==> src/design/tsf_pkg.sv <==
// ----------------------------------------------------------------------------
// tsf_pkg
// Shared types, sizes and codes for the scanline triangle fill block.
// ----------------------------------------------------------------------------
package tsf_pkg;

    // grid geometry
    localparam int GRID_W    = 256;
    localparam int GRID_H    = 256;
    localparam int CELL_BITS = 8;
    localparam int COL_W     = $clog2(GRID_W);
    localparam int ROW_W     = $clog2(GRID_H);
    localparam int DEPTH     = GRID_W * GRID_H;
    localparam int ADDR_W    = $clog2(DEPTH);

    // datapath widths
    localparam int COORD_W   = 16;   // Q12.4 coordinate
    localparam int DIFF_W    = 17;   // difference of two coordinates
    localparam int YROW_W    = 13;   // signed integer row
    localparam int ACC_W     = 45;   // Q16.16 edge accumulator with stepping headroom
    localparam int SLOPE_W   = 32;   // Q16.16 inverse slope
    localparam int XCOL_W    = 30;   // integer column from an accumulator
    localparam int CHK_W     = 14;   // unsigned range checks against grid sizes

    // divider
    localparam int DIV_NUM_W = 32;
    localparam int DIV_DEN_W = 16;
    localparam int DIV_CNT_W = $clog2(DIV_NUM_W);

    // command queue
    localparam int FIFO_DEPTH = 2;
    localparam int FIFO_PTR_W = $clog2(FIFO_DEPTH);

    // input op codes
    localparam logic [1:0] OP_DRAW  = 2'd0;
    localparam logic [1:0] OP_READ  = 2'd1;
    localparam logic [1:0] OP_CLEAR = 2'd2;

    typedef logic signed [COORD_W-1:0] coord_t;

    typedef enum logic [2:0] {
        CMD_FB,
        CMD_FT,
        CMD_SPLIT,
        CMD_READ,
        CMD_CLEAR
    } cmd_kind_t;

    // classified command, vertices already sorted by y
    typedef struct packed {
        cmd_kind_t              kind;
        coord_t                 x0;
        coord_t                 y0;
        coord_t                 x1;
        coord_t                 y1;
        coord_t                 x2;
        coord_t                 y2;
        logic [CELL_BITS-1:0]   val;
        logic [7:0]             col;
        logic [7:0]             row;
    } cmd_t;

    typedef struct packed {
        logic                   start;
        logic [DIV_NUM_W-1:0]   num;
        logic [DIV_DEN_W-1:0]   den;
    } div_req_t;

    typedef struct packed {
        logic                   done;
        logic [DIV_NUM_W-1:0]   quo;
    } div_rsp_t;

    typedef enum logic [3:0] {
        BK_CLEAR,
        BK_IDLE,
        BK_READ,
        BK_RDATA,
        BK_MUL,
        BK_DIV_GO,
        BK_DIV_WAIT,
        BK_PART,
        BK_ROW,
        BK_SPAN
    } back_state_t;

    typedef enum logic [1:0] {
        DS_X4,
        DS_S1,
        DS_S2
    } div_sel_t;

endpackage

==> src/design/tsf_cmd_fifo.sv <==
// ----------------------------------------------------------------------------
// tsf_cmd_fifo
// Short command queue between the front and the back.
// ----------------------------------------------------------------------------
module tsf_cmd_fifo import tsf_pkg::*; (
    input  logic   aclk,
    input  logic   aresetn,
    input  logic   push,
    input  cmd_t   push_cmd,
    output logic   full,
    input  logic   pop,
    output cmd_t   pop_cmd,
    output logic   avail
);

    cmd_t                  entry_reg [FIFO_DEPTH];
    logic [FIFO_PTR_W-1:0] wr_ptr_reg, wr_ptr_next;
    logic [FIFO_PTR_W-1:0] rd_ptr_reg, rd_ptr_next;
    logic [FIFO_PTR_W:0]   count_reg, count_next;

    assign full    = (count_reg == (FIFO_PTR_W+1)'(FIFO_DEPTH));
    assign avail   = (count_reg != '0);
    assign pop_cmd = entry_reg[rd_ptr_reg];

    // pointer and count update
    always_comb begin
        wr_ptr_next = wr_ptr_reg;
        rd_ptr_next = rd_ptr_reg;
        count_next  = count_reg;
        if (push) begin
            wr_ptr_next = (wr_ptr_reg == FIFO_PTR_W'(FIFO_DEPTH-1)) ? '0 : wr_ptr_reg + 1'b1;
        end
        if (pop) begin
            rd_ptr_next = (rd_ptr_reg == FIFO_PTR_W'(FIFO_DEPTH-1)) ? '0 : rd_ptr_reg + 1'b1;
        end
        if (push && !pop) begin
            count_next = count_reg + 1'b1;
        end else if (pop && !push) begin
            count_next = count_reg - 1'b1;
        end
    end

    always_ff @(posedge aclk) begin
        if (!aresetn) begin
            wr_ptr_reg <= '0;
            rd_ptr_reg <= '0;
            count_reg  <= '0;
        end else begin
            wr_ptr_reg <= wr_ptr_next;
            rd_ptr_reg <= rd_ptr_next;
            count_reg  <= count_next;
        end
    end

    // storage
    always_ff @(posedge aclk) begin
        if (push) begin
            entry_reg[wr_ptr_reg] <= push_cmd;
        end
    end

endmodule

==> config.mk <==
export PLATFORM = sky130hd
export DESIGN_NAME = tsf_cmd_fifo
export DESIGN_NICKNAME = d
export VERILOG_FILES = /design/src/design/tsf_pkg.sv /design/src/design/tsf_cmd_fifo.sv
export SDC_FILE = /design/constraint.sdc
export NUM_CORES = 1
export LEC_CHECK = 0
export BUFFER_PORTS_ARGS = -buffer_cell sky130_fd_sc_hd__buf_2
export CAP_MARGIN = 40
export CORE_ASPECT_RATIO = 0.6
export CORE_UTILIZATION = 52
export CTS_CLUSTER_DIAMETER = 100
export DETAILED_ROUTE_END_ITERATION = 16
export PLACE_DENSITY = 0.79
export REMOVE_ABC_BUFFERS = 1
export SYNTH_ARGS = -nofsm -noshare
export SYNTH_HDL_FRONTEND = slang
export SYNTH_SLANG_ARGS = --single-unit
==> constraint.sdc <==
create_clock -name aclk -period 9.5 [get_ports aclk]
set_input_delay 1.9 -clock aclk [delete_from_list [all_inputs] [get_ports aclk]]
set_output_delay 1.9 -clock aclk [all_outputs]
set_load 0.02 [all_outputs]
Word-level counts from Yosys, hierarchy flattened
Memories as Yosys holds them, arrays and structs flattened. A register that Yosys moved wholly into a read port is not among the register bits.
Index checks and enable logic that the tools add are counted.
Widths: inputs -> output; s select.
- memory bits (writable): 246
- memories: 1
- bits of input ports: 127
- bits in registers: 4
- logic and storage cells: 23
- memory list (memory ; depth ; bits a word ; read ports ; clocked after memory_dff ; write ports ; RTL line ; text):
    entry_reg ; 2 ; 123 ; 1 ; 1 ; 1 ; tsf_cmd_fifo.sv:16 ; cmd_t entry_reg [FIFO_DEPTH];
- equality and inequality tests: 1
- reductions and logical operators: 6
- muxes and demuxes: 8
- $add $sub $neg: 4
- operators with widths (kind ; count):
    $mux 1 ; 6
    $mux 2 ; 2
    $reduce_bool 2->1 ; 2
    $add 1x1->1 const B ; 2
    $add 2x1->2 const B ; 1
    $eq 2x2->1 const B ; 1
    $logic_and 1x1->1 ; 2
    $logic_not 1->1 ; 2
    $sub 2x1->2 const B ; 1

Logic depth before layout (Yosys ltp)
- depth after elaboration: 4
- gate-level depth with buffers: 5

Worst setup path after synthesis
No wires, ideal clock.
- path type: in2reg
- from: in push
- to: mem entry_reg[0][0] in the netlist's numbering, enable pin
- stages on the path: 1
- arrival time: 7.266 ns
- setup time: 0.621 ns
- slack: 1.613 ns
- path buffers: 0
- cells stage by stage: nor2b_1
- word-level cells in the longest chain between the ends: 2
- RTL lines (item ; RTL line ; text):
    from (decl) ; tsf_cmd_fifo.sv:8 ; input logic push,
    $mux 1 ; tsf_cmd_fifo.sv:57 ; if (push) begin
    $mux 1 (not written as such) ; tsf_cmd_fifo.sv:58 ; entry_reg[wr_ptr_reg] <= push_cmd;
    to (decl) ; tsf_cmd_fifo.sv:16 ;
Every way passes these cells.

==> out/results.md <==
* gate count after technology mapping: 405
* number of nets with antenna violations after detailed routing: 0
* fin nets: 801
* flip-flop count of the largest register, all copies and words added: 246
* number of cells in the finished layout apart from fillers: 926
* maximum fanout count along the critical path: 50
* power share of the combinational group: 0.125
* average via count per standard cell: 5.038
* number of gates resized after CTS: 0
* yosys synthesis warning count: 0
* boundary pin count: 252
* number of inserted filler cells in the final layout: 1190
* clock root buffer master: clkbuf_16
* Post-Layout Inst Area: 11610 um^2
* number of placed instances, taps included: 882
* number of global-route vias before repair: 4830
* Max Clock Freq: 233.6 MHz
* classification of the worst setup path: flop to primary output
* average wire per cell in the routed design: 18.56 um
* time the worst path needs with I/O delays and setup: 4.281 ns
* worst slack at placement: 5.483 ns
* relative contribution of the clock network to total power: 0.349
* worst setup slack after layout: 5.219 ns
* flop and latch count out of synthesis: 251
* aggregate negative setup slack: 0 ns
* Avg Inst Size Synth: 23.17 um^2
* fraction of the cycle the final worst path needs: 0.4507
* Least-Margin Pin Slew: 0.8595 ns
* Worst path max stage delay: 0.63 ns
* number of remaining DRC errors: 0
* portion of total power attributed to sequential cells: 0.526
* Worst-path clk slew: 0.07 ns
* global route overflow: 0
* post-placement cell area: 10900 um^2
* Initial DRC Count: 273
* switching power summed over all nets: 0.0005598 W
* routability congestion estimate: 0.7397
* count of different cell masters after synthesis: 19
* internal power: 0.001912 W
* number of buffers inserted by port buffering: 251
* register area share after synthesis: 0.7978
* Worst Hold Class: flop to flop
* Worst Skew: 0.007547 ns
* horizontal die dimension: 175.4 um
* deepest clock path buffer count: 3
* global router's overall resource usage: 0.1818
* Die Outline Area: 18610 um^2
* final count of hold timing violations: 0
* Post-synth ARST share: 0
* pin count of the biggest net entering global routing: 66
* DPL Wire Length: 11640 um
* Post-CTS Setup Repair Bufs: 0
* Critical-path top delay cell: dfxtp_4
* proportion of total power due to net switching: 0.2265
* data arrival time of the critical path: 2.38 ns
* Max transition margin: 0.4270
* count of standard-cell rows: 37
* number of enable flip-flop cells after synthesis: 246
* Static Leakage: 4.514 nW
* result of the run: complete, no violations
* fraction of layout cells with a size suffix above 1: 0.6009
* number of max-cap violations: 0
* critical path capture point type: primary output
* starting utilization of the core area: 0.5392
* area inside the core boundary: 17410 um^2
* setup-violating endpoint count in the final report: 0
* vias post-DR: 4665
* final core occ: 0.6671
* Routed Wire Length: 17180 um
* antenna violations before repair: 4
* number of pins with negative max-slew slack in the final report: 0
* predominant post-synthesis flop cell: edfxtp_1
* Layout area overhead: 23.72%
* Synth Cell Area: 9385 um^2
* CP Cell Sequence: buf_4 > buf_16 > mux2_2 > buf_2
* required time of the critical path: 7.60 ns
* number of buffers inserted by hold repair at cts: 0
* First-pass DRT Iterations: 4
* Max IR drop VDD: 150.8 uV
* clock sinks: 251
* clock tree from TritonCTS: done
* insertion delay to the later sink of the worst-skew pair: 0.49 ns
* clock buffers created by TritonCTS: 23
* RSZ-0062 raised after global routing: false
* wire length of the first global-routing pass: 25770 um
* Die Y-Extent: 106.1 um
* depth of the CTS H-tree: 1
* category of the worst setup path launch point: flop
* power per unit of standard cell area: 212.9 nW/um^2
==> cells by family (layout without fill, tap and decap cells) <==
logic type,Yosys count,count (layout),share of synthesized area
compound gates,3,3,0.002133
xor+xnor,3,3,0.002800
fa+ha+maj,1,1,0.001333
buf+inv,15,299,0.01426
flops,251,251,0.7978
mux,123,123,0.1756
other cells,0,3,0
simple gates,9,9,0.006133
==> worst paths after layout <==
kind                                           startpoint                          to  slack, ns  depth (start not counted)
worst max-delay path                                 flop                  pop_cmd[2]       5.22                          4
worst min-delay path            count_reg[1]$_SDFFE_PN0P_   count_reg[1]$_SDFFE_PN0P_       0.53                          2
worst min register to register  count_reg[1]$_SDFFE_PN0P_   count_reg[1]$_SDFFE_PN0P_       0.53                          2
worst max register to register    wr_ptr_reg$_SDFFE_PN0P_  entry_reg[1][73]$_DFFE_PP_       7.14                          2
==> layout make-up <==
type                    count  area [um^2]  area share
flip-flops and latches    251         7491      0.6452
clock inverters            17        128.9     0.01110
well taps                 234        292.8     0.02522
diodes                      3        7.507   0.0006466
inverters                   1        3.754   0.0003233
multi-input cells         139         1774      0.1528
repair buffers            257         1334      0.1149
clock buffers              24        579.3     0.04989
==> metal layers <==
metal	wire [um]	track usage	part of all wire
met1	6837	0.2306	0.40
met2	8224	0.2985	0.48
met3	1833	0.07082	0.11
met4	261	0.03789	0.015
met5	27	0	0.0016
==> critical path: cells and delay by family, from the launching register on <==
| kind | cells | cell delay [ns] |
|---|---|---|
| flops | 1 | 0.63 |
| buf+inv | 3 | 0.82 |
| mux | 1 | 0.39 |
==> power by group through the flow <==
stage / clock network [W] / logic, W / registers (W)
floorplan: 0 / 0.000201 / 0.00134
global placement: 0 / 0.000296 / 0.00133
detailed placement: 0 / 0.000311 / 0.00133
CTS: 0.000887 / 0.000312 / 0.00130
global route: 0.000927 / 0.000327 / 0.00131
finish: 0.000864 / 0.000308 / 0.00130
==> stage by stage <==
step | hold WS (ns) | power [W]
floorplan | 0.4686 | 0.001541
global placement | 0.4821 | 0.001623
detailed placement | 0.5316 | 0.001636
CTS | 0.5440 | 0.002500
global route | 0.5942 | 0.002560
finish | 0.5282 | 0.002472
==> synthesized netlist by cell type (2+ instances only) <==
cell type	count	area [um^2]
and2_1	4	25.02
buf_2	5	25.02
buf_6	8	90.09
dfxtp_1	5	100.1
edfxtp_1	246	7387
mux2_2	53	596.8
mux2_4	70	1051
nor2b_1	2	12.51
xor2_1	2	17.52
==> placed cells by master, fill, tap and decap left out, types with 2 or more instances in the layout <==
master,count
diode_2,3
mux2_2,53
dfxtp_1,4
mux2_4,70
and2_1,3
buf_4,4
clkbuf_16,23
clkinv_2,3
buf_2,251
bufinv_16,2
edfxtp_1,246
xor2_1,2
clkinv_1,10
Power figures use the tool's default switching activity.
