[src/design/tsf_pkg.sv]
// ----------------------------------------------------------------------------
// tsf_pkg
// Shared types, sizes and codes for the scanline triangle fill block.
// ----------------------------------------------------------------------------
package tsf_pkg;

    // grid geometry
    localparam int GRID_W    = 256;
    localparam int GRID_H    = 256;
    localparam int CELL_BITS = 8;
    localparam int COL_W     = $clog2(GRID_W);
    localparam int ROW_W     = $clog2(GRID_H);
    localparam int DEPTH     = GRID_W * GRID_H;
    localparam int ADDR_W    = $clog2(DEPTH);

    // datapath widths
    localparam int COORD_W   = 16;   // Q12.4 coordinate
    localparam int DIFF_W    = 17;   // difference of two coordinates
    localparam int YROW_W    = 13;   // signed integer row
    localparam int ACC_W     = 45;   // Q16.16 edge accumulator with stepping headroom
    localparam int SLOPE_W   = 32;   // Q16.16 inverse slope
    localparam int XCOL_W    = 30;   // integer column from an accumulator
    localparam int CHK_W     = 14;   // unsigned range checks against grid sizes

    // divider
    localparam int DIV_NUM_W = 32;
    localparam int DIV_DEN_W = 16;
    localparam int DIV_CNT_W = $clog2(DIV_NUM_W);

    // command queue
    localparam int FIFO_DEPTH = 2;
    localparam int FIFO_PTR_W = $clog2(FIFO_DEPTH);

    // input op codes
    localparam logic [1:0] OP_DRAW  = 2'd0;
    localparam logic [1:0] OP_READ  = 2'd1;
    localparam logic [1:0] OP_CLEAR = 2'd2;

    typedef logic signed [COORD_W-1:0] coord_t;

    typedef enum logic [2:0] {
        CMD_FB,
        CMD_FT,
        CMD_SPLIT,
        CMD_READ,
        CMD_CLEAR
    } cmd_kind_t;

    // classified command, vertices already sorted by y
    typedef struct packed {
        cmd_kind_t              kind;
        coord_t                 x0;
        coord_t                 y0;
        coord_t                 x1;
        coord_t                 y1;
        coord_t                 x2;
        coord_t                 y2;
        logic [CELL_BITS-1:0]   val;
        logic [7:0]             col;
        logic [7:0]             row;
    } cmd_t;

    typedef struct packed {
        logic                   start;
        logic [DIV_NUM_W-1:0]   num;
        logic [DIV_DEN_W-1:0]   den;
    } div_req_t;

    typedef struct packed {
        logic                   done;
        logic [DIV_NUM_W-1:0]   quo;
    } div_rsp_t;

    typedef enum logic [3:0] {
        BK_CLEAR,
        BK_IDLE,
        BK_READ,
        BK_RDATA,
        BK_MUL,
        BK_DIV_GO,
        BK_DIV_WAIT,
        BK_PART,
        BK_ROW,
        BK_SPAN
    } back_state_t;

    typedef enum logic [1:0] {
        DS_X4,
        DS_S1,
        DS_S2
    } div_sel_t;

endpackage

[src/design/tsf_div.sv]
// ----------------------------------------------------------------------------
// tsf_div
// Unsigned restoring divider, one quotient bit per cycle.
// ----------------------------------------------------------------------------
module tsf_div import tsf_pkg::*; (
    input  logic      aclk,
    input  logic      aresetn,
    input  div_req_t  req,
    output div_rsp_t  rsp
);

    logic                  busy_reg;
    logic                  done_reg;
    logic [DIV_CNT_W-1:0]  cnt_reg;
    logic [DIV_DEN_W-1:0]  rem_reg;
    logic [DIV_DEN_W-1:0]  den_reg;
    logic [DIV_NUM_W-1:0]  quo_reg;
    logic [DIV_DEN_W:0]    shift_rem;
    logic [DIV_DEN_W:0]    diff;
    logic                  ge;

    // one trial subtraction
    always_comb begin
        shift_rem = {rem_reg, quo_reg[DIV_NUM_W-1]};
        ge        = (shift_rem >= {1'b0, den_reg});
        diff      = shift_rem - {1'b0, den_reg};
    end

    always_ff @(posedge aclk) begin
        if (!aresetn) begin
            busy_reg <= 1'b0;
            done_reg <= 1'b0;
            cnt_reg  <= '0;
        end else begin
            done_reg <= 1'b0;
            if (req.start) begin
                busy_reg <= 1'b1;
                cnt_reg  <= '0;
            end else if (busy_reg) begin
                cnt_reg <= cnt_reg + 1'b1;
                if (cnt_reg == DIV_CNT_W'(DIV_NUM_W-1)) begin
                    busy_reg <= 1'b0;
                    done_reg <= 1'b1;
                end
            end
        end
    end

    // remainder and quotient shift
    always_ff @(posedge aclk) begin
        if (req.start) begin
            rem_reg <= '0;
            quo_reg <= req.num;
            den_reg <= req.den;
        end else if (busy_reg) begin
            rem_reg <= ge ? diff[DIV_DEN_W-1:0] : shift_rem[DIV_DEN_W-1:0];
            quo_reg <= {quo_reg[DIV_NUM_W-2:0], ge};
        end
    end

    assign rsp.done = done_reg;
    assign rsp.quo  = quo_reg;

endmodule

[config.mk]
export PLATFORM = sky130hd
export DESIGN_NAME = tsf_div
export DESIGN_NICKNAME = d
export VERILOG_FILES = /design/src/design/tsf_pkg.sv /design/src/design/tsf_div.sv
export SDC_FILE = /design/constraint.sdc
export NUM_CORES = 1
export LEC_CHECK = 0
export ABC_CLOCK_PERIOD_IN_PS = 2100
export BUFFER_PORTS_ARGS = -buffer_cell sky130_fd_sc_hd__buf_2
export CORE_MARGIN = 3
export CORE_UTILIZATION = 51
export CTS_BUF_LIST = sky130_fd_sc_hd__clkbuf_4 sky130_fd_sc_hd__clkbuf_8
export CTS_CLUSTER_DIAMETER = 60
export DETAILED_ROUTE_END_ITERATION = 12
export PLACE_DENSITY = 0.79
export SETUP_SLACK_MARGIN = 0.1
export SLEW_MARGIN = 10
export SYNTH_ARGS = -nofsm -noshare
export SYNTH_HDL_FRONTEND = slang
export SYNTH_SLANG_ARGS = --single-unit
export TNS_END_PERCENT = 30
[constraint.sdc]
create_clock -name aclk -period 2.1 [get_ports aclk]
set_input_delay 0.42 -clock aclk [delete_from_list [all_inputs] [get_ports aclk]]
set_output_delay 0.42 -clock aclk [all_outputs]
set_load 0.02 [all_outputs]
# [Word-level counts from Yosys, hierarchy flattened]
# Cells that the tools add are included.
[word_totals] ff_bits=71 inputBits=51 output_inout_bits=33 elab_cells=22
[op_classes] n_addsub=2 n_lt_le_gt_ge=1 n_eq_ne=1 n_mux=7 bitwise=2 reduce_logical=3
[op_table] cell="32-bit two-way mux" n=2
[op_table] cell="17-bit by 16-bit greater-or-equal comparator with 1-bit output" n=1
[op_table] cell="16-bit two-way mux" n=1
[op_table] cell="16-bit subtractor" n=1
[op_table] cell="5-bit by 1-bit adder with 5-bit output, second input constant" n=1
[op_table] cell="5-bit == test, second input constant" n=1
[op_table] cell="1-bit two-way mux" n=4
[op_table] cell="3-bit OR reduction" n=1
[op_table] cell="1-bit inverter" n=2
[op_table] cell="2-bit nonzero test" n=1
[op_table] cell="2-bit OR reduction" n=1

# [Depth between registers and ports, before layout]
[depth] ltp_word=4 mapped_depth=10 mapped_depth_nobuf=9

# [Least setup slack after synthesis]
# Ideal clock, no wire load.
[synth_path] kind="flip-flop to flip-flop" from="register den_reg[4]" to="register quo_reg[0], data pin" setup_ns=0.260 arrival_time_ns=1.964 t_required_ns=1.840 setup_slack_ns=-0.124 stages_incl_launch_ff=10 n_path_buf=1 period_less_slack_ns=2.224 path_cell_list="edfxtp_1 > inv_1 > ha_1 > a21o_1 > a211o_1 > o21ai_2 > a21o_2 > nand2_4 > buf_6 > mux2_2"
[synth_between] elab_chain_cells=3
[synth_lines] item="start, declared" line="tsf_div.sv:16" source="logic [DIV_DEN_W-1:0] den_reg;"
[synth_lines] item="start signal, assigned" line="tsf_div.sv:54" source="den_reg <= req.den;"
[synth_lines] item="17-bit by 16-bit greater-or-equal comparator with 1-bit output" line="tsf_div.sv:25" source="ge = (shift_rem >= {1'b0, den_reg});"
[synth_lines] item="32-bit two-way mux" line="tsf_div.sv:55" source="end else if (busy_reg) begin"
[synth_lines] item="32-bit two-way mux" line="tsf_div.sv:51" source="if (req.start) begin"
[synth_lines] item="end signal, assigned" line="tsf_div.sv:53" source="quo_reg <= req.num;"
[synth_lines] item="end signal, assigned" line="tsf_div.sv:57" source="quo_reg <= {quo_reg[DIV_NUM_W-2:0], ge};"
[synth_lines] item="end, declared" line="tsf_div.sv:17" source="logic [DIV_NUM_W-1:0] quo_reg;"
# No other way between the ends. The select of a mux whose other input is x is not followed.
# A chain may end at the register's enable or synchronous reset.

# [Worst setup path in the final report]
[layout_path] from="register den_reg[4]" to="register rem_reg[4]"
[layout_between] elab_chain_cells=2 word_cells_on_any_way=3 cone_classes="add/sub (1); order compare (1); mux (1)"
[layout_lines] item="16-bit subtractor or 17-bit by 16-bit greater-or-equal comparator with 1-bit output (tied branches)" line="tsf_div.sv:26, tsf_div.sv:25"
[layout_lines] item="16-bit two-way mux *" line="tsf_div.sv:56" source="rem_reg <= ge ? diff[DIV_DEN_W-1:0] : shift_rem[DIV_DEN_W-1:0];"
[layout_lines] item="end signal, assigned" line="tsf_div.sv:56"
[layout_lines] item="end, declared" line="tsf_div.sv:15" source="logic [DIV_DEN_W-1:0] rem_reg;"
# Every way passes the cells marked *; elsewhere a longest branch is shown, timed or not.

==> qor.txt <==
status - complete, but fails checks
failing checks - negative setup slack
Fmax - 0.450 GHz
Worst Hold Slack - 0.234 ns
largest net degree at the start of global routing - 36
FILL cells - 488
WP data arrival - 2.46 ns
initial antenna violation count - 0
post-route ant nets - 0
DR DRC count - 0
DR vias/cell - 5.65
Leak - 2.29 nW
Largest register FFs - 32
share of layout cells above drive strength 1 - 0.498
post-layout net count - 547
Net Sw Frac - 0.289
Final setup viols - 15
vias in the first global route - 3287
CP required - 2.34 ns
Pins Over Slew Limit - 0
H-tree depth - 3
initial DRC count - 150
commonest non-fill, non-tap cell in the layout - buf_2
P_int - 2.73 mW
Main synth FF type - edfxtp_1
P per Cell Area - 723 nW/um^2
hold buffers post-CTS - 0
max_cap viols - 0
wirelength, routed - 9.90 mm
clk_skew - 0.0114 ns
#FFs+latches synth - 71
pre-CTS setup slack - -0.177 ns
switching pwr - 1.11 mW
Worst-Skew Late Latency - 0.35 ns
slack of the critical path - -0.121 ns
relative max-transition margin - 0.621
RSZ-0062 raised after global routing - true
Vias - 3267
Setup crit end kind - flop
I/O Buffers - 83
initial core utilization - 0.544
Tot Pwr - 3.84 mW
Max Root-Sink Buffers - 2
Post-Synthesis Cells - 336
final core utilization - 0.754
Final Hold Vio Count - 0
CP peak stage delay - 0.35 ns
design area - 5320 um^2
CP max-delay cell - edfxtp_1
syn_nets - 406
count of cell types in the netlist - 58
area delta synth->final - 38.6%
Hold Path Class - primary input to flop
Root Driver - clkbuf_8
Worst Setup Path Type - flop to flop
GP Congestion - 0.898
CTS tree - yes
hpwl dp - 6.86 mm
CP most frequent cell - buf_6
VDD IR max - 0.466 mV
Flop pwr share - 0.438
Avg Cell Area, Syn - 11.4 um^2
CTS Buf Count - 9
first-pass GRT wire length - 15.4 mm
Tot GR Track Use - 0.229
min Tclk post-route - 2.22 ns
Yosys warnings - 0
EDFF count, synth - 48
Die Y - 92.7 um
startpoint types - flop
Reg area - 1900 um^2
Least-Margin Pin Slew - 0.567 ns
DP Area - 4810 um^2
antenna cells - 0
worst path cell trace - inv_2 -> ha_4 -> buf_6 -> o211ai_1 -> a21oi_4 -> o21ai_4 -> a21o_4 -> buf_6 -> a211o_1 -> o311a_1
Worst-path clk slew - 0.09 ns
clock share of power - 0.325
Async SR Flop Fraction - 0
area of the multi-input gates - 2070 um^2
Comb pwr share - 0.237
worst hold stages - 1
die width - 92.7 um
DIE AREA - 8600 um^2
crit share post-route - 1.06
Mapped Area - 3840 um^2
most frequent cells in the layout - buf_2 (83), buf_4 (54), edfxtp_1 (48), mux2_2 (34), nor2_1 (29)
TritonRoute pass-1 iters - 4
Max FO, Critical Path - 5
register area share after synthesis - 0.496
reg2reg path depth - 10
clk sinks - 71
WL per Instance - 17.1 um
global route overflow - 0
std cell rows - 30
Core ar. - 7060 um^2
I/O pin cnt - 84
-- power by group through the flow --
stage | Clock (mW) | Combinational, mW | Sequential, mW
3_5_place_dp | 0 | 0.813 | 1.71
3_3_place_gp | 0 | 0.795 | 1.70
6_report | 1.25 | 0.909 | 1.68
2_1_floorplan | 0 | 0.424 | 1.79
4_1_cts | 1.27 | 0.856 | 1.68
5_1_grt | 1.33 | 0.977 | 1.70
-- final timing paths --
kind                    from     endpoint  slack, ns
setup reg to reg  den_reg[4]   rem_reg[4]      -0.12
setup / recovery  den_reg[4]   rem_reg[4]      -0.12
hold / removal       req[10]  den_reg[10]       0.23
hold reg to reg   cnt_reg[4]   cnt_reg[4]       0.51
-- cell families after synthesis --
kind of cell             share of synthesized area
AO/OA/AOI/OAI                                0.157
XOR/XNOR                                    0.0274
adder cells (fa/ha/maj)                     0.0639
buffers and inverters                       0.0424
flip-flops                                   0.496
multiplexers                                 0.105
AND/OR/NAND/NOR                              0.109
-- layout make-up --
type	count	area share
Clock buffer	9	0.0233
Sequential cell	71	0.358
Inverter	22	0.0155
Timing Repair Buffer	145	0.173
Multi-Input combinational cell	228	0.389
Tap cell	96	0.0226
Clock inverter	7	0.0193
-- cells in the mapped netlist, drive strengths merged (2+ instances only) --
master / number / area (um^2)
o21a: 3 / 22.5
ha: 18 / 225
nand3: 2 / 10.0
mux2: 34 / 383
edfxtp: 48 / 1440
a211o: 2 / 17.5
nor2b: 4 / 25.0
o21bai: 4 / 30.0
nor2: 30 / 113
o221ai: 4 / 35.0
dfxtp: 23 / 460
o311a: 5 / 50.1
o31ai: 2 / 15.0
nor4: 7 / 43.8
nand2b: 6 / 37.5
nor3: 6 / 30.0
and3: 4 / 25.0
or3: 2 / 12.5
nand4: 3 / 25.0
xnor2: 4 / 35.0
inv: 22 / 82.6
o41ai: 2 / 36.3
buf: 7 / 50.0
xor2: 8 / 70.1
a21o: 6 / 46.3
o21ai: 9 / 48.8
a31o: 2 / 17.5
a211oi: 4 / 35.0
mux2i: 2 / 20.0
o22ai: 3 / 18.8
a21oi: 11 / 58.8
and2: 2 / 12.5
clkbuf: 8 / 30.0
a311oi: 3 / 38.8
o211ai: 8 / 60.1
nand2: 18 / 75.1
-- stage by stage --
stage	std cells	setup TNS (ns)
finish	578	-0.814
global route	578	-2.23
CTS	577	-0.588
detailed placement	554	-1.60
global placement	554	-1.09
floorplan	336	-0.108
-- worst max-delay path: cells and delay by family, from the launching register on --
kind | cells | cell delay (ns)
AO/OA/AOI/OAI | 6 | 1.25
flip-flops | 1 | 0.35
buffers and inverters | 3 | 0.27
adder cells (fa/ha/maj) | 1 | 0.26
-- what timing repair did --
action | 4_1_cts | 5_1_grt
gates resized for setup | 22 | 16
setup buffers | 7 | 1
endpoints found under the setup margin | 17 | 17
gates cloned | 0 | 0
pin swaps | 13 | 17
-- metal layers --
layer  track usage  vias up  wire [um]
met3        0.0544       30        561
met1         0.279     1571       4020
li1              -     1552          -
met2         0.390      114       5040
met4        0.0916        0        282
met5             0        -          0
Note: power is estimated with default switching activity, not from simulation.
