$ cat config.mk
export PLATFORM = sky130hd
export DESIGN_NAME = tsf_front
export DESIGN_NICKNAME = d
export VERILOG_FILES = /design/src/design/tsf_pkg.sv /design/src/design/tsf_front.sv
export SDC_FILE = /design/constraint.sdc
export NUM_CORES = 1
export LEC_CHECK = 0
export ABC_AREA = 1
export BUFFER_PORTS_ARGS = -buffer_cell sky130_fd_sc_hd__buf_2
export CAP_MARGIN = 20
export CORE_AREA = 2 2 134 136
export DETAILED_ROUTE_END_ITERATION = 16
export DIE_AREA = 0 0 136 138
export PLACE_DENSITY_LB_ADDON = 0.1
export SETUP_SLACK_MARGIN = 0.05
export SYNTH_ARGS = -nofsm -noshare
export SYNTH_HDL_FRONTEND = slang
export SYNTH_SLANG_ARGS = --single-unit
$ cat constraint.sdc
create_clock -name vclk -period 10.7
set_clock_uncertainty 0.2 [all_clocks]
set_input_delay 0.535 -clock vclk [all_inputs]
set_output_delay 0.535 -clock vclk [all_outputs]
set_load 0.01 [all_outputs]
$ cat src/design/tsf_pkg.sv
// ----------------------------------------------------------------------------
// tsf_pkg
// Shared types, sizes and codes for the scanline triangle fill block.
// ----------------------------------------------------------------------------
package tsf_pkg;

    // grid geometry
    localparam int GRID_W    = 256;
    localparam int GRID_H    = 256;
    localparam int CELL_BITS = 8;
    localparam int COL_W     = $clog2(GRID_W);
    localparam int ROW_W     = $clog2(GRID_H);
    localparam int DEPTH     = GRID_W * GRID_H;
    localparam int ADDR_W    = $clog2(DEPTH);

    // datapath widths
    localparam int COORD_W   = 16;   // Q12.4 coordinate
    localparam int DIFF_W    = 17;   // difference of two coordinates
    localparam int YROW_W    = 13;   // signed integer row
    localparam int ACC_W     = 45;   // Q16.16 edge accumulator with stepping headroom
    localparam int SLOPE_W   = 32;   // Q16.16 inverse slope
    localparam int XCOL_W    = 30;   // integer column from an accumulator
    localparam int CHK_W     = 14;   // unsigned range checks against grid sizes

    // divider
    localparam int DIV_NUM_W = 32;
    localparam int DIV_DEN_W = 16;
    localparam int DIV_CNT_W = $clog2(DIV_NUM_W);

    // command queue
    localparam int FIFO_DEPTH = 2;
    localparam int FIFO_PTR_W = $clog2(FIFO_DEPTH);

    // input op codes
    localparam logic [1:0] OP_DRAW  = 2'd0;
    localparam logic [1:0] OP_READ  = 2'd1;
    localparam logic [1:0] OP_CLEAR = 2'd2;

    typedef logic signed [COORD_W-1:0] coord_t;

    typedef enum logic [2:0] {
        CMD_FB,
        CMD_FT,
        CMD_SPLIT,
        CMD_READ,
        CMD_CLEAR
    } cmd_kind_t;

    // classified command, vertices already sorted by y
    typedef struct packed {
        cmd_kind_t              kind;
        coord_t                 x0;
        coord_t                 y0;
        coord_t                 x1;
        coord_t                 y1;
        coord_t                 x2;
        coord_t                 y2;
        logic [CELL_BITS-1:0]   val;
        logic [7:0]             col;
        logic [7:0]             row;
    } cmd_t;

    typedef struct packed {
        logic                   start;
        logic [DIV_NUM_W-1:0]   num;
        logic [DIV_DEN_W-1:0]   den;
    } div_req_t;

    typedef struct packed {
        logic                   done;
        logic [DIV_NUM_W-1:0]   quo;
    } div_rsp_t;

    typedef enum logic [3:0] {
        BK_CLEAR,
        BK_IDLE,
        BK_READ,
        BK_RDATA,
        BK_MUL,
        BK_DIV_GO,
        BK_DIV_WAIT,
        BK_PART,
        BK_ROW,
        BK_SPAN
    } back_state_t;

    typedef enum logic [1:0] {
        DS_X4,
        DS_S1,
        DS_S2
    } div_sel_t;

endpackage

$ cat src/design/tsf_front.sv
// ----------------------------------------------------------------------------
// tsf_front
// Accepts words, sorts triangle vertices by y and classifies each word.
// ----------------------------------------------------------------------------
module tsf_front import tsf_pkg::*; (
    input  logic                  s_valid,
    output logic                  s_ready,
    input  logic [1:0]            s_op,
    input  logic signed [15:0]    s_ax,
    input  logic signed [15:0]    s_ay,
    input  logic signed [15:0]    s_bx,
    input  logic signed [15:0]    s_by_coord,
    input  logic signed [15:0]    s_cx,
    input  logic signed [15:0]    s_cy,
    input  logic [7:0]            s_fill_value,
    input  logic [7:0]            s_read_col,
    input  logic [7:0]            s_read_row,
    input  logic                  queue_full,
    input  logic                  init_busy,
    output logic                  push,
    output cmd_t                  push_cmd
);

    logic  known_op;

    // stable three-element insertion sort on y, then classification
    always_comb begin
        coord_t px0, py0, px1, py1, px2, py2, t;
        px0 = s_ax; py0 = s_ay;
        px1 = s_bx; py1 = s_by_coord;
        px2 = s_cx; py2 = s_cy;
        if (py0 > py1) begin
            t = px0; px0 = px1; px1 = t;
            t = py0; py0 = py1; py1 = t;
        end
        if (py1 > py2) begin
            t = px1; px1 = px2; px2 = t;
            t = py1; py1 = py2; py2 = t;
        end
        if (py0 > py1) begin
            t = px0; px0 = px1; px1 = t;
            t = py0; py0 = py1; py1 = t;
        end
        push_cmd.x0  = px0;
        push_cmd.y0  = py0;
        push_cmd.x1  = px1;
        push_cmd.y1  = py1;
        push_cmd.x2  = px2;
        push_cmd.y2  = py2;
        push_cmd.val = CELL_BITS'(s_fill_value);
        push_cmd.col = s_read_col;
        push_cmd.row = s_read_row;
        known_op     = 1'b1;
        case (s_op)
            OP_DRAW: begin
                if (py1 == py2) begin
                    push_cmd.kind = CMD_FB;
                end else if (py0 == py1) begin
                    push_cmd.kind = CMD_FT;
                end else begin
                    push_cmd.kind = CMD_SPLIT;
                end
            end
            OP_READ:  push_cmd.kind = CMD_READ;
            OP_CLEAR: push_cmd.kind = CMD_CLEAR;
            default: begin
                push_cmd.kind = CMD_READ;
                known_op      = 1'b0;
            end
        endcase
    end

    // unknown ops are taken and dropped
    assign s_ready = !queue_full && !init_busy;
    assign push    = s_valid && s_ready && known_op;

endmodule

# [Word level (Yosys, flattened, before mapping)]
# Cells that the tools add are included.
[classes] muxes=16 n_lt_le_gt_ge=3 n_eq_ne=4 n_reduce_logical=7
[op_table] cell="$mux W16" n=12
[op_table] cell="$gt A16 B16 Y1" n=3
[op_table] cell="$eq A16 B16 Y1" n=2
[op_table] cell="$pmux W3 S2" n=1
[op_table] cell="$mux W2" n=2
[op_table] cell="$logic_and A1 B1 Y1" n=3
[op_table] cell="$reduce_or A3 Y1" n=1
[op_table] cell="$eq A2 B1 Y1 const B" n=1
[op_table] cell="$eq A2 B2 Y1 const B" n=1
[op_table] cell="$logic_not A1 Y1" n=2
[op_table] cell="$logic_not A2 Y1" n=1
[op_table] cell="$mux W1" n=1
[word_totals] in_bits=125 reg_bits=0 wordCells=30

# [Logic depth before layout (Yosys ltp)]
# Gate-level depths: netlist of the first run.
[logic_depth] depth_word=10 ltp_mapped=56

# [Worst setup path after synthesis of the first run]
# Ideal clock, no wire load.
[synth_timing] kind="input -> output" startpoint="in s_by_coord[15]" endpoint="out push_cmd[121] in the netlist's numbering" required_time_ns=9.965 cell_stages=47 t_arrival_ns=6.204 path_slack_ns=3.761 n_path_buf=5 cell_sequence="inv_1 > ha_1 > a21oi_1 > o21ai_1 > a21oi_1 > nand2_1 > nand2_2 > nand3_4 > buf_6 > inv_2 > clkbuf_1 > nand2_1 > o21ai_0 > ha_1 > nand2_1 > inv_1 > o21ai_0 > a21oi_1 > [... 11 more ...] > nand4_1 > nor3_1 > nand3_1 > o21ai_1 > inv_1 > nand3_4 > nand3_4 > buf_6 > nand2_2 > nand2_1 > nand2_1 > nand2_1 > nor2_1 > nand2_1 > nor2_1 > nand2_1 > nand2_1 > nand2_1"
[synth_rtl] element="start: declaration" line_no="tsf_front.sv:12" source="input logic signed [15:0] s_by_coord,"
[synth_rtl] element="end: declaration" line_no="tsf_front.sv:21" source="output cmd_t push_cmd"

==> results.md, run 1 <==
* Initial antenna violation count at 0
* Top-level port count at 250
* Clock buf count at 0
* Syn avg cell area at 5.15 µm²
* Slew of the pin with the lowest slew margin at 0.844 ns
* Drt wl/cell at 14.4 µm
* Worst hold path type: input pin to output pin
* Unique cell type count in the Yosys netlist at 33
* Post-layout net count at 1,143
* Relative slew margins at 0.437
* RSZ-0062 raised after global routing: no
* Post-CTS sizing at 0
* Overflow after GRT at 0
* Mapped Cells at 826
* Largest net degree at the start of global routing at 79
* Achievable clock frequency at 0.109 GHz
* Port bufs at 202
* Die ar. at 18,800 µm²
* DRC at 0
* Vias in the first global route at 4,819
* WS Path Type: input pin to output pin
* Top cells by count, synth: nand2_1 (279), o21ai_0 (170), inv_1 (99)
* Status: finished clean
* Area contributors post-synth: nand2_1 (25%), o21ai_0 (20%), ha_1 (14%), inv_1 (8.7%), buf_4 (4.2%)
* Setup TNS at 0 ns
* Dpl hpwl at 14,700 µm
* Via count at 5,422
* Seq/Total Area, Yosys at 0
* Hold Vio Cnt, Final at 0
* Cells after DPL at 1,196
* GRT Resource Usage Total at 0.176
* Number of DRC markers in iteration 0 at 326
* Final Non-Filler Cells at 1,197
* FF/Latch Area at 0 µm²
* CP Capture Type: output pin
* Layout area overhead at 22.7%
* Yosys top cell by area: nand2_1
* Most frequent CP cell: nand2_1
* CP max stage cell: inv_2
* Die Ht at 138 µm
* DRT antenna net count at 0
* Synthesized net count at 1,000
* Worst setup SP type: input pin
* CP arrival at 8.41 ns
* Layout cells sized above 1 at 0.257
* Row count at 49
* Slew Limit Fails at 0
* Vias/cell at 4.53
* First-pass GRT wire length at 26,600 µm
* Crit share post-route at 0.855
* Max-cap violations at 0
* Mapped Area at 4250 µm²
* Drt pass-1 iters at 5
* Setup Viol. Count Final at 0
* Yosys warning count at 0
* Clock period minus worst slack at 9.15 ns
* Top cell type's share of synthesized area at 0.246
* Gpl congestion at 0.848
* Drt total wl at 17,300 µm
* Chip width at 136 µm
* CP required at 9.97 ns
* Hold-fix buffers, CTS at 0
* Core area at 17,500 µm²
* Worst Path Max Fanout at 78
* Top-count cell post-synth: nand2_1
* Initial core utilization at 0.242
* Largest stage delay, worst path at 0.75 ns
* # Post-CTS Setup Buffers at 0
* FFs & Latches at 0
critical path, delay by kind of cell:
family | cells | cell delay [ns]
buffers and inverters | 10 | 2.99
adders and majority gates | 3 | 1.00
AOI/OAI and AO/OA | 9 | 1.57
and+or+nand+nor | 15 | 2.24
path summary, 6_finish.rpt:
check	startpoint	end	slack (ns)	cells past startpoint
max	s_by_coord[15]	push_cmd[106]	1.55	37
min	s_read_row[0]	push_cmd[0]	0.87	0
kinds of logic after synthesis:
kind of cell	Yosys count	share of synthesized area
buf+inv	168	0.176
compound gates	208	0.255
simple gates	401	0.424
fa+ha+maj	49	0.144
final cells by class:
type	instances	area [µm²]
Antenna cell	1	2.50
Fill cell	2100	12300
Inverter	104	390
Multi-Input combinational cell	658	3500
Tap cell	229	287
Timing Repair Buffer	205	1030
per-stage QoR:
| step | worst slack [ns] | instance area [µm²] | utilization | hold WS [ns] |
|---|---|---|---|---|
| after floorplan | 3.76 | 4250 | - | 0.918 |
| after global placement | 1.55 | 5210 | 0.297 | 0.870 |
| after detailed placement | 1.51 | 5210 | 0.297 | 0.870 |
| after CTS | 1.48 | 5210 | 0.297 | 0.870 |
| after global routing | 0.339 | 5210 | 0.297 | 0.870 |
| final | 1.55 | 5220 | 0.297 | 0.870 |
layout by cell type (no fill, tap or decap), types with 2 or more instances in the layout:
cell type / instances
inv_2: 5
nand3_4: 4
buf_2: 202
o21ai_1: 9
o21a_1: 2
a21oi_1: 20
nor2_1: 25
nand2_2: 24
nand3_2: 3
nand2_1: 279
buf_4: 3
nand3b_1: 2
nand3_1: 30
nand4_1: 26
o21ai_0: 170
nand2_4: 2
inv_1: 99
ha_1: 49
per-layer routing:
| metal | track usage | vias to the layer above | routed length (µm) |
|---|---|---|---|
| met4 | 0.00548 | 0 | 94 |
| met3 | 0.00697 | 10 | 754 |
| met2 | 0.272 | 127 | 7460 |
| met1 | 0.281 | 2322 | 8950 |
| li1 | - | 2963 | - |
| met5 | 0 | - | 0 |
==> run 2, diff against run 1 <==
--- a/config.mk
+++ b/config.mk
@@ -8,6 +8,8 @@
 export ABC_AREA = 1
 export BUFFER_PORTS_ARGS = -buffer_cell sky130_fd_sc_hd__buf_2
 export CAP_MARGIN = 20
+export CELL_PAD_IN_SITES_DETAIL_PLACEMENT = 1
+export CELL_PAD_IN_SITES_GLOBAL_PLACEMENT = 1
 export CORE_AREA = 2 2 134 136
 export DETAILED_ROUTE_END_ITERATION = 16
 export DIE_AREA = 0 0 136 138
==> results.md, run 2 (synthesis results as in run 1) <==
* Status: finished clean
* Max-cap violations at 0
* GRT Resource Usage Total at 0.188
* # Post-CTS Setup Buffers at 0
* Final Non-Filler Cells at 1,198
* Worst vdd ir at 114 µV
* FF/Latch Area at 0 µm²
* Gpl congestion at 0.840
* Port bufs at 202
* Final hold slack at 0.870 ns
* DRT antenna net count at 0
* Slew Limit Fails at 0
* Via count at 5,655
* Relative slew margins at 0.421
* Dpl hpwl at 16,000 µm
* Layout area overhead at 22.8%
* Most frequent cells in the layout: nand2_1 (279), buf_2 (202), o21ai_0 (170)
* Clock period minus worst slack at 9.12 ns
* Fillcell total at 2,485
* Hold path cells at 0
* Hold path start: s_read_col[3]
* Chip width at 136 µm
* Leak at 3.00 nW
* Largest stage delay, worst path at 0.63 ns
* Row count at 49
* Achievable clock frequency at 0.110 GHz
* Drt pass-1 iters at 4
* Overflow after GRT at 0
* RSZ-0062 raised after global routing: no
* Setup WS post-layout at 1.58 ns
* Die Ht at 138 µm
* Critical Path Source: s_by_coord[15]
* Top-level port count at 250
* CP arrival at 8.38 ns
* Vias in the first global route at 5,460
* Clock buf count at 0
* Drt wl/cell at 15.4 µm
* Cells after DPL at 1,197
* Setup Viol. Count Final at 0
* Worst hold path type: input pin to output pin
* Vias/cell at 4.72
* DRC at 0
* Initial antenna violation count at 1
* CP required at 9.97 ns
* Most frequent CP cell: nand2_1
* Largest net degree at the start of global routing at 72
* Hold Vio Cnt, Final at 0
* CP Capture Type: output pin
* Leading cell type in the layout, fill and taps excluded: nand2_1
* CP max stage cell: inv_2
* Die ar. at 18,800 µm²
* WS Path Type: input pin to output pin
* Pwr per Cell Area at 241 nW/µm²
* Drt total wl at 18,500 µm
* Post-layout net count at 1,144
* Pre-CTS WS at 1.57 ns
* Worst setup SP type: input pin
* Initial core utilization at 0.242
* FFs & Latches at 0
* Slew of the pin with the lowest slew margin at 0.868 ns
* Hold-fix buffers, CTS at 0
* Worst Path Max Fanout at 71
* First-pass GRT wire length at 28,700 µm
* Post-CTS sizing at 0
* Number of DRC markers in iteration 0 at 201
* Setup TNS at 0 ns
* Layout cells sized above 1 at 0.258
* Crit share post-route at 0.852
* Core area at 17,500 µm²
## run 2: cell count changes in the layout (fill, tap and decap cells not counted), sizes merged
cell and delta:
buf +1
## run 2: worst paths after layout
path                        end  slack [ns]
setup / recovery  push_cmd[112]        1.58
hold / removal     push_cmd[11]        0.87
## run 2: cell type report
cell class | count | area (µm²) | area share
antenna | 1 | 2.50 | 0.000479
inverter | 104 | 390 | 0.0747
multi-input combinational | 658 | 3500 | 0.671
tap | 229 | 287 | 0.0549
timing repair buffer | 206 | 1040 | 0.199
## run 2: metal layers
metal	GRT usage	part of all wire
met5	0	0
met4	0.0126	0.0055
met3	0.00513	0.034
met2	0.318	0.47
met1	0.277	0.49
## run 2: stage by stage
stage / cell area, µm² / util / power [mW]
2_1_floorplan: 4250 / - / 0.830
3_3_place_gp: 5220 / 0.298 / 1.27
3_5_place_dp: 5220 / 0.298 / 1.27
4_1_cts: 5220 / 0.298 / 1.28
5_1_grt: 5220 / 0.298 / 1.42
6_report: 5220 / 0.298 / 1.26
## run 2: critical path, delay by kind of cell
kind                     cells  cell delay (ns)
AND/OR/NAND/NOR             16             2.32
adder cells (fa/ha/maj)      3             1.04
AO/OA/AOI/OAI                9             1.63
buffers and inverters       10             2.74
## run 2: power breakdown
group          internal, mW     total, mW  switching, mW
sequential                0             0              0
clock          0.0000000125  0.0000000125              0
combinational         0.414          1.26          0.846
Note: power is estimated with default switching activity, not from simulation.
